`config.mk`:
```
export PLATFORM = sky130hd
export DESIGN_NAME = sorted_ready_queue
export DESIGN_NICKNAME = d
export VERILOG_FILES = /design/src/hdl/srq_pkg.sv /design/src/hdl/srq_first_zero.sv /design/src/hdl/srq_dp.sv /design/src/hdl/srq_ctrl.sv /design/src/hdl/sorted_ready_queue.sv
export SDC_FILE = /design/constraint.sdc
export NUM_CORES = 2
export LEC_CHECK = 0
export BUFFER_PORTS_ARGS = -buffer_cell sky130_fd_sc_hd__buf_2
export CORE_MARGIN = 2
export CORE_UTILIZATION = 45
export CTS_CLUSTER_DIAMETER = 100
export CTS_CLUSTER_SIZE = 25
export DETAILED_ROUTE_END_ITERATION = 12
export PLACE_DENSITY = 0.64
export SETUP_SLACK_MARGIN = 0.05
export SKIP_LAST_GASP = 1
export SYNTH_ARGS = -nofsm -noshare
export SYNTH_HDL_FRONTEND = slang
export SYNTH_HIERARCHICAL = 1
export SYNTH_SLANG_ARGS = --single-unit
```
`constraint.sdc`:
```
create_clock -name clk -period 6.92 [get_ports clk]
set_input_delay 0.346 -clock clk [delete_from_list [all_inputs] [get_ports clk]]
set_output_delay 0.346 -clock clk [all_outputs]
set_load 0.01 [all_outputs]
```
`src/hdl/srq_pkg.sv`:
```
// Shared types, widths and codes for the sorted ready queue.
// Used by every module of the block and by its checker; depends on nothing.
package srq_pkg;

    // Queue geometry
    localparam int DEPTH = 16;
    localparam int IDX_W = $clog2(DEPTH);
    localparam int CNT_W = $clog2(DEPTH + 1);

    // Field widths
    localparam int OP_W     = 3;
    localparam int HANDLE_W = 8;
    localparam int PRIO_W   = 8;
    localparam int TIME_W   = 16;
    localparam int STS_W    = 2;
    localparam int OCC_W    = 5;

    // Input tdata layout: handle, priority, time left
    localparam int IN_HANDLE_LSB = 0;
    localparam int IN_PRIO_LSB   = IN_HANDLE_LSB + HANDLE_W;
    localparam int IN_TIME_LSB   = IN_PRIO_LSB + PRIO_W;
    localparam int IN_DATA_W     = IN_TIME_LSB + TIME_W;

    // Output tdata layout: handle, priority, time left, status, occupancy, pad
    localparam int OUT_HANDLE_LSB = 0;
    localparam int OUT_PRIO_LSB   = OUT_HANDLE_LSB + HANDLE_W;
    localparam int OUT_TIME_LSB   = OUT_PRIO_LSB + PRIO_W;
    localparam int OUT_STS_LSB    = OUT_TIME_LSB + TIME_W;
    localparam int OUT_OCC_LSB    = OUT_STS_LSB + STS_W;
    localparam int OUT_USED_W     = OUT_OCC_LSB + OCC_W;
    localparam int OUT_DATA_W     = ((OUT_USED_W + 7) / 8) * 8;

    // Request opcodes
    localparam logic [OP_W-1:0] OP_PUSH     = 3'd0;
    localparam logic [OP_W-1:0] OP_INS_PRIO = 3'd1;
    localparam logic [OP_W-1:0] OP_INS_TIME = 3'd2;
    localparam logic [OP_W-1:0] OP_POP      = 3'd3;
    localparam logic [OP_W-1:0] OP_POLL     = 3'd4;
    localparam logic [OP_W-1:0] OP_PEEK     = 3'd5;

    // Result status codes
    localparam logic [STS_W-1:0] STS_OK    = 2'd0;
    localparam logic [STS_W-1:0] STS_FULL  = 2'd1;
    localparam logic [STS_W-1:0] STS_EMPTY = 2'd2;

    // Controller to datapath
    typedef struct packed {
        logic              capture;     // latch request and compare mask
        logic              apply;       // update list and load result register
        logic              insert;      // open a gap at the insert slot
        logic              pop_head;    // remove slot 0, close the gap
        logic              pop_tail;    // drop the last slot
        logic              show_entry;  // result carries an entry
        logic              read_tail;   // entry comes from the tail, else head
        logic [STS_W-1:0]  code;        // result status
    } srq_cmd_t;

    // Datapath to controller
    typedef struct packed {
        logic [OP_W-1:0] op;
        logic            empty;
        logic            full;
    } srq_sts_t;

endpackage

```
`src/hdl/srq_first_zero.sv`:
```
// Finds the lowest slot whose keep flag is clear (the insert position).
// Depends on srq_pkg.
module srq_first_zero (
    input  logic [srq_pkg::DEPTH-1:0] keep,
    output logic [srq_pkg::IDX_W-1:0] pos
);
    import srq_pkg::*;

    logic [DEPTH-1:0] gap;
    logic [DEPTH-1:0] onehot;

    // Isolate the lowest clear bit with one add
    assign gap    = ~keep;
    assign onehot = gap & (~gap + DEPTH'(1));

    // One-hot to index
    always_comb
    begin
        pos = '0;
        for (int i = 0; i < DEPTH; i++)
        begin
            if (onehot[i])
            begin
                pos = pos | IDX_W'(i);
            end
        end
    end

endmodule

```
`src/hdl/srq_dp.sv`:
```
// Datapath: entry slots, count, request latch, compare mask, result register.
// Depends on srq_pkg and srq_first_zero.
module srq_dp (
    input  logic                          clk,
    input  logic                          rst_n,
    input  srq_pkg::srq_cmd_t             cmd,
    output srq_pkg::srq_sts_t             sts,
    input  logic [srq_pkg::OP_W-1:0]      in_op,
    input  logic [srq_pkg::IN_DATA_W-1:0] in_data,
    output logic [srq_pkg::OUT_DATA_W-1:0] out_data
);
    import srq_pkg::*;

    // Entry slots, slot 0 is the head
    logic [HANDLE_W-1:0] handle_reg [DEPTH];
    logic [PRIO_W-1:0]   prio_reg   [DEPTH];
    logic [TIME_W-1:0]   time_reg   [DEPTH];
    logic [CNT_W-1:0]    count_reg;
    logic [CNT_W-1:0]    count_next;

    // Latched request
    logic [OP_W-1:0]     op_reg;
    logic [HANDLE_W-1:0] req_handle_reg;
    logic [PRIO_W-1:0]   req_prio_reg;
    logic [TIME_W-1:0]   req_time_reg;
    logic [DEPTH-1:0]    keep_reg;
    logic [DEPTH-1:0]    keep_next;

    // Result register
    logic [HANDLE_W-1:0] out_handle_reg;
    logic [PRIO_W-1:0]   out_prio_reg;
    logic [TIME_W-1:0]   out_time_reg;
    logic [STS_W-1:0]    out_sts_reg;
    logic [OCC_W-1:0]    out_occ_reg;

    logic [HANDLE_W-1:0] in_handle;
    logic [PRIO_W-1:0]   in_prio;
    logic [TIME_W-1:0]   in_time;
    logic [IDX_W-1:0]    ins_pos;
    logic [CNT_W-1:0]    count_m1;
    logic [IDX_W-1:0]    rd_idx;

    assign in_handle = in_data[IN_HANDLE_LSB +: HANDLE_W];
    assign in_prio   = in_data[IN_PRIO_LSB +: PRIO_W];
    assign in_time   = in_data[IN_TIME_LSB +: TIME_W];

    // Per-slot compare: slot stays ahead of the new entry
    always_comb
    begin
        for (int i = 0; i < DEPTH; i++)
        begin
            if (CNT_W'(i) >= count_reg)
            begin
                keep_next[i] = 1'b0;
            end
            else if (in_op == OP_INS_PRIO)
            begin
                keep_next[i] = (prio_reg[i] >= in_prio);
            end
            else if (in_op == OP_INS_TIME)
            begin
                keep_next[i] = (time_reg[i] <= in_time);
            end
            else
            begin
                keep_next[i] = 1'b0;
            end
        end
    end

    // Request latch
    always_ff @(posedge clk)
    begin
        if (cmd.capture)
        begin
            op_reg         <= in_op;
            req_handle_reg <= in_handle;
            req_prio_reg   <= in_prio;
            req_time_reg   <= in_time;
            keep_reg       <= keep_next;
        end
    end

    srq_first_zero u_first_zero (
        .keep (keep_reg),
        .pos  (ins_pos)
    );

    // Slot shifting: insert moves slots at and after the gap down by one,
    // head removal moves every slot up by one
    for (genvar g = 0; g < DEPTH; g++)
    begin : g_slot
        localparam int PREV = (g == 0) ? 0 : g - 1;
        localparam int NEXT = (g == DEPTH - 1) ? g : g + 1;

        always_ff @(posedge clk)
        begin
            if (cmd.apply)
            begin
                if (cmd.insert)
                begin
                    if (ins_pos == IDX_W'(g))
                    begin
                        handle_reg[g] <= req_handle_reg;
                        prio_reg[g]   <= req_prio_reg;
                        time_reg[g]   <= req_time_reg;
                    end
                    else if (ins_pos < IDX_W'(g))
                    begin
                        handle_reg[g] <= handle_reg[PREV];
                        prio_reg[g]   <= prio_reg[PREV];
                        time_reg[g]   <= time_reg[PREV];
                    end
                end
                else if (cmd.pop_head)
                begin
                    handle_reg[g] <= handle_reg[NEXT];
                    prio_reg[g]   <= prio_reg[NEXT];
                    time_reg[g]   <= time_reg[NEXT];
                end
            end
        end
    end

    // Entry count
    always_comb
    begin
        count_next = count_reg;
        if (cmd.apply)
        begin
            if (cmd.insert)
            begin
                count_next = count_reg + CNT_W'(1);
            end
            else if (cmd.pop_head || cmd.pop_tail)
            begin
                count_next = count_reg - CNT_W'(1);
            end
        end
    end

    always_ff @(posedge clk or negedge rst_n)
    begin
        if (!rst_n)
        begin
            count_reg <= '0;
        end
        else
        begin
            count_reg <= count_next;
        end
    end

    // Read slot: head or tail
    assign count_m1 = count_reg - CNT_W'(1);
    assign rd_idx   = cmd.read_tail ? count_m1[IDX_W-1:0] : '0;

    // Result register
    always_ff @(posedge clk)
    begin
        if (cmd.apply)
        begin
            out_handle_reg <= cmd.show_entry ? handle_reg[rd_idx] : '0;
            out_prio_reg   <= cmd.show_entry ? prio_reg[rd_idx] : '0;
            out_time_reg   <= cmd.show_entry ? time_reg[rd_idx] : '0;
            out_sts_reg    <= cmd.code;
            out_occ_reg    <= OCC_W'(count_next);
        end
    end

    assign out_data = {{(OUT_DATA_W - OUT_USED_W){1'b0}}, out_occ_reg, out_sts_reg,
                       out_time_reg, out_prio_reg, out_handle_reg};

    // Status toward the controller
    assign sts.op    = op_reg;
    assign sts.empty = (count_reg == '0);
    assign sts.full  = (count_reg >= CNT_W'(DEPTH));

endmodule

```
`src/hdl/srq_ctrl.sv`:
```
// Controller: accepts one request, decodes it against queue status and
// drives the datapath and the output valid. Depends on srq_pkg.
module srq_ctrl (
    input  logic              clk,
    input  logic              rst_n,
    input  logic              in_valid,
    output logic              in_ready,
    output logic              out_valid,
    input  logic              out_ready,
    input  srq_pkg::srq_sts_t sts,
    output srq_pkg::srq_cmd_t cmd
);
    import srq_pkg::*;

    typedef enum logic {
        S_IDLE,
        S_APPLY
    } state_t;

    state_t state_reg;
    state_t state_next;
    logic   out_valid_reg;
    logic   out_valid_next;
    logic   out_free;

    assign in_ready  = (state_reg == S_IDLE);
    assign out_valid = out_valid_reg;
    assign out_free  = !out_valid_reg || out_ready;

    // Command decode
    always_comb
    begin
        cmd         = '0;
        cmd.code    = STS_OK;
        cmd.capture = in_valid && (state_reg == S_IDLE);
        if (state_reg == S_APPLY && out_free)
        begin
            cmd.apply = 1'b1;
            unique case (sts.op)
                OP_PUSH, OP_INS_PRIO, OP_INS_TIME:
                begin
                    if (sts.full)
                        cmd.code = STS_FULL;
                    else
                        cmd.insert = 1'b1;
                end
                OP_POP:
                begin
                    if (sts.empty)
                        cmd.code = STS_EMPTY;
                    else
                    begin
                        cmd.show_entry = 1'b1;
                        cmd.pop_head   = 1'b1;
                    end
                end
                OP_POLL:
                begin
                    if (sts.empty)
                        cmd.code = STS_EMPTY;
                    else
                    begin
                        cmd.show_entry = 1'b1;
                        cmd.read_tail  = 1'b1;
                        cmd.pop_tail   = 1'b1;
                    end
                end
                OP_PEEK:
                begin
                    if (sts.empty)
                        cmd.code = STS_EMPTY;
                    else
                        cmd.show_entry = 1'b1;
                end
                default:
                begin
                    cmd.code = STS_OK;
                end
            endcase
        end
    end

    // Next state and output valid
    always_comb
    begin
        state_next     = state_reg;
        out_valid_next = out_valid_reg;
        unique case (state_reg)
            S_IDLE:
            begin
                if (in_valid)
                    state_next = S_APPLY;
            end
            S_APPLY:
            begin
                if (out_free)
                    state_next = S_IDLE;
            end
            default:
            begin
                state_next = S_IDLE;
            end
        endcase
        if (cmd.apply)
            out_valid_next = 1'b1;
        else if (out_ready)
            out_valid_next = 1'b0;
    end

    always_ff @(posedge clk or negedge rst_n)
    begin
        if (!rst_n)
        begin
            state_reg     <= S_IDLE;
            out_valid_reg <= 1'b0;
        end
        else
        begin
            state_reg     <= state_next;
            out_valid_reg <= out_valid_next;
        end
    end

endmodule

```
`src/hdl/sorted_ready_queue.sv`:
```
// Sorted ready queue top level: stream ports around controller and datapath.
// Depends on srq_pkg, srq_ctrl and srq_dp.
//
//   channel   direction  tdata (low bit up)                      tuser
//   s_axis    in         handle, priority, time left             opcode
//   m_axis    out        handle, priority, time left, status,    -
//                        occupancy, zero pad
//
// The accept cycle latches an item and its per-slot compare mask; the apply
// state then picks the insert slot and shifts the list.
// The apply cycle waits while the output register holds an untaken result;
// a new item is accepted as soon as the apply has happened.
// Reset empties the queue at once; there is no clearing pass.
module sorted_ready_queue (
    input  logic                           clk,
    input  logic                           rst_n,
    input  logic                           s_axis_tvalid,
    output logic                           s_axis_tready,
    input  logic [srq_pkg::IN_DATA_W-1:0]  s_axis_tdata,  // handle, priority, time left
    input  logic [srq_pkg::OP_W-1:0]       s_axis_tuser,  // opcode
    output logic                           m_axis_tvalid,
    input  logic                           m_axis_tready,
    output logic [srq_pkg::OUT_DATA_W-1:0] m_axis_tdata   // handle, priority, time left,
                                                          // status, occupancy, pad
);
    import srq_pkg::*;

    srq_cmd_t cmd;
    srq_sts_t sts;

    srq_ctrl u_ctrl (
        .clk       (clk),
        .rst_n     (rst_n),
        .in_valid  (s_axis_tvalid),
        .in_ready  (s_axis_tready),
        .out_valid (m_axis_tvalid),
        .out_ready (m_axis_tready),
        .sts       (sts),
        .cmd       (cmd)
    );

    srq_dp u_dp (
        .clk      (clk),
        .rst_n    (rst_n),
        .cmd      (cmd),
        .sts      (sts),
        .in_op    (s_axis_tuser),
        .in_data  (s_axis_tdata),
        .out_data (m_axis_tdata)
    );

endmodule

```
==> summary.md <==
The flow ran to the end, but the final reports show violations. The final reports fail on max-capacitance violations, max-slew violations. The startpoint class of the critical path is a register. The run gives 41700 sq um as the synthesized area. The synthesized-area fraction occupied by ao, oa, aoi and oai cells is 0.136. Number of H-tree levels: 2. After detailed placement, the total cell area comes to 43100 sq um. The ratio of routed vias to standard cells was 6.53; the total of endpoints with negative setup slack in the final report was 0. Hold is met by 0.0302 ns. After detailed routing, the number of remaining DRC violations is 0. The initial core utilization was 0.454. The hold path startpoint was s_axis_tuser[1]. For the number of distinct library cell variants in the gate-level netlist after synthesis, the log shows 76. After synthesis, the most frequently instantiated cells are sky130_fd_sc_hd__nand2_1, sky130_fd_sc_hd__edfxtp_1, sky130_fd_sc_hd__o21ai_0. Across the routed clock network, the largest skew measured is 0.0260 ns. The final design instance area without fill came out at 44600 sq um. Data on the critical path is required at its endpoint by 7.28 ns. The final critical-path share of the clock period is 0.790, and the largest fanout on the critical path is 49.

The worst vdd rail ir drop is 176 uV. The congestion estimate from routability-driven global placement came to 0.947. The fraction of registers with async set/reset is 0.0115. The cell count after synthesis came out at 4160. The run gives 5032 as the number of DRC violations after detailed-routing iteration 0. The final number of hold-violating endpoints is 0, and the arrival time reported for the critical path endpoint is 5.82 ns. After synthesis the netlist holds a flip-flop and latch count of 609. The final period demand of the worst path works out to 5.47 ns.

The first detailed-routing pass took 7 iterations. The routed design has 154000 um of wire. After synthesis, the cell types taking the most area are sky130_fd_sc_hd__edfxtp_1, sky130_fd_sc_hd__ha_1, sky130_fd_sc_hd__mux2i_1, sky130_fd_sc_hd__nand2_1, sky130_fd_sc_hd__o21ai_0. The worst path setup slack after routing came out at 1.45 ns. The path with the worst hold slack has its endpoint at u_dp/op_reg[1]. End of the worst register-to-register path: u_dp/out_time_reg[0].

After synthesis, the largest family of logic cells by area is multiplexers. The post-synthesis share of cell area spent on full adders, half adders and majority gates came out at 0.117. The area fraction in and, or, nand and nor cells after synthesis was 0.132. Area growth from synthesis to layout: 6.97%. Area inside the core boundary: 91700 sq um. In this run the critical register-to-register path is launched from u_dp/count_reg[0]. Worst-case register-to-register setup slack: 1.45 ns. Biggest area consumer among synthesized cells: sky130_fd_sc_hd__edfxtp_1.

The pin count of the biggest net entering global routing is 297. The min-delay analysis places its worst path in the category in -> reg. The part of the Yosys area used for sequential elements was 0.438. The top cell type's share of synthesized area works out to 0.434. STA classifies the critical path endpoint as a register. The total count of max-transition violations in the final report is 5, and the count of maximum capacitance violations is 2.

The clock tree root buffer cell is sky130_fd_sc_hd__clkbuf_16. The run gives 31900 as the number of global-route vias before repair. The global-route wire length before repair is 221000 um, and the number of sinks driven by the clock tree is 609. The area share of xor/xnor cells in the synthesized design is 0.00123.

Input and output buffers added on the ports amount to 79. The tools report the number of cell rows as 111. In this run the static leakage power is 17.5 nW. 0 antenna diodes ended up in the layout.

After routing, the total negative slack on setup checks comes to 0 ns. The mux contribution to synthesized area was 0.139. TritonCTS built the clock tree.

The normalized max-slew margin was -0.0417; the post-cts resize count was 0. The global-route total usage across every layer is 0.316, and the buffer levels on the longest clock path is 3. The floorplan step set the die width to 308 um. Setup repair after global routing left no endpoint under its margin. The logs give 4511 for the net count reported at finish and 0 for the number of nets still failing antenna checks after routing. For the clock network latency to the later pin of the worst-skew pair, the log shows 0.60 ns. Counting every net in the synthesized netlist gives 4588. The synthesized design contains 602 enable-type register cells. The run gives 6 as the number of warnings printed during yosys synthesis. By instance count, the leading cell after synthesis is sky130_fd_sc_hd__nand2_1.

For this run the aggregate overflow at the end of global routing stands at 0. The run gives 5 as the initial antenna violation count. Among all flip-flop cells after synthesis, the most frequent one is sky130_fd_sc_hd__edfxtp_1. After filler insertion, the fill cell instance count of the layout stands at 8327. At the pin with the least slew margin, the transition time is 1.55 ns. The power density over the cells is 202 nW/um^2, and the peak clock frequency supported by timing is 0.183 GHz. The worst register-to-register path has a depth of 10. Pre-CTS setup slack: 1.58 ns. The clock-pin transition on the worst setup and hold timing paths is 0.10 ns. Share of post-route cells with drive strength above 1: 0.0791. 81 I/O pins were placed. The die is 308 um tall. End-of-flow core utilization: 0.486. The hold path depth was 1; the total vias in the final route was 34500.

The total clock buffers created by CTS is 34, and the per-instance average area after synthesis is 10.0 sq um. The die covers 95000 sq um. Dividing the detail-routed wire length by the instance count gives 29.0 um. The critical path is of the reg -> reg type. The register with the most flip-flops in the layout has 256 of them. Post-CTS timing repair inserted 0 buffers for setup. The placed wire-length estimate came out at 102000 um.
[cell type report]
| class | count | area (sq um) | share of cell area |
|---|---|---|---|
| multi-input combinational | 3192 | 22100 | 0.496 |
| sequential | 609 | 18300 | 0.410 |
| tap | 1186 | 1480 | 0.0333 |
| timing repair buffer | 168 | 1210 | 0.0271 |
| clock buffer | 42 | 966 | 0.0217 |
| inverter | 78 | 293 | 0.00657 |
| clock inverter | 18 | 229 | 0.00514 |
[metrics by stage]
| stage | power, mW | std cells |
|---|---|---|
| finish | 9.01 | 5293 |
| global route | 9.30 | 5293 |
| CTS | 8.97 | 5293 |
| detailed placement | 6.47 | 5205 |
| global placement | 6.42 | 5205 |
| floorplan | 5.76 | 4160 |
[where the power goes]
part           switching [mW]  leakage (nW)  internal (mW)  total [mW]
Clock                    1.40         0.577           1.15        2.54
Combinational            1.15          11.3          0.614        1.76
Sequential              0.351          5.58           4.35        4.70
Total                    2.89          17.5           6.12        9.01
[worst max-delay path: stages (launching register included)]
cell and delay (ns):
sky130_fd_sc_hd__dfrtp_4 0.83, sky130_fd_sc_hd__clkinv_1 0.50, sky130_fd_sc_hd__ha_1 0.36, sky130_fd_sc_hd__and2_1 0.23, sky130_fd_sc_hd__nor4_2 1.03, sky130_fd_sc_hd__nand2_4 0.42, sky130_fd_sc_hd__mux2_4 0.66, sky130_fd_sc_hd__buf_4 0.43
sky130_fd_sc_hd__mux4_2 0.50, sky130_fd_sc_hd__o22ai_1 0.16, sky130_fd_sc_hd__nor3_1 0.07
[timing repair]
item / 4_1_cts / 5_1_grt
setup endpoints to repair: 0 / 0
hold endpoints to repair: 34 / 0
hold buffers: 28 / 0
[cells in the final DEF, fill, tap and decap left out, types with 44 or more instances in the layout]
cell type | netlist | routed
sky130_fd_sc_hd__a211oi_1 | 44 | 44
sky130_fd_sc_hd__a21o_1 | 62 | 62
sky130_fd_sc_hd__a21oi_1 | 205 | 204
sky130_fd_sc_hd__buf_2 | 99 | 79
sky130_fd_sc_hd__buf_4 | 12 | 55
sky130_fd_sc_hd__edfxtp_1 | 602 | 602
sky130_fd_sc_hd__ha_1 | 389 | 389
sky130_fd_sc_hd__inv_1 | 76 | 75
sky130_fd_sc_hd__mux2i_1 | 464 | 463
sky130_fd_sc_hd__nand2_1 | 793 | 771
sky130_fd_sc_hd__nand3_1 | 171 | 171
sky130_fd_sc_hd__nand4_1 | 69 | 69
sky130_fd_sc_hd__nor2_1 | 90 | 88
sky130_fd_sc_hd__nor3_1 | 52 | 50
sky130_fd_sc_hd__o211ai_1 | 46 | 46
sky130_fd_sc_hd__o21ai_0 | 517 | 516
[per-layer routing]
layer / up-vias / track usage / routed length [um]
li1: 15300 / - / -
met1: 16800 / 0.443 / 62400
met2: 2077 / 0.476 / 66400
met3: 335 / 0.0660 / 17800
met4: 6 / 0.128 / 6890
met5: - / 0 / 36
[cells by family after synthesis]
group,after synthesis
and+or+nand+nor,1264
other,1
buffers and inverters,359
xor gates and xnor gates,5
adders and majority gates,389
AOI/OAI and AO/OA,1000
DFF,609
muxes,533
[how the worst max path moves through the flow]
stage                                 start                      to  slack (ns)
after global routing      u_dp/count_reg[0]    u_dp/out_time_reg[0]        1.22
after detailed placement  u_dp/count_reg[0]    u_dp/out_time_reg[0]        1.58
after floorplan            u_ctrl/out_valid  u_dp/handle_reg[10][0]        1.17
final                     u_dp/count_reg[0]    u_dp/out_time_reg[0]        1.45
after global placement    u_dp/count_reg[0]    u_dp/out_time_reg[0]        1.68
after CTS                 u_dp/count_reg[0]    u_dp/out_time_reg[0]        1.55
Power figures use the tool's default switching activity.
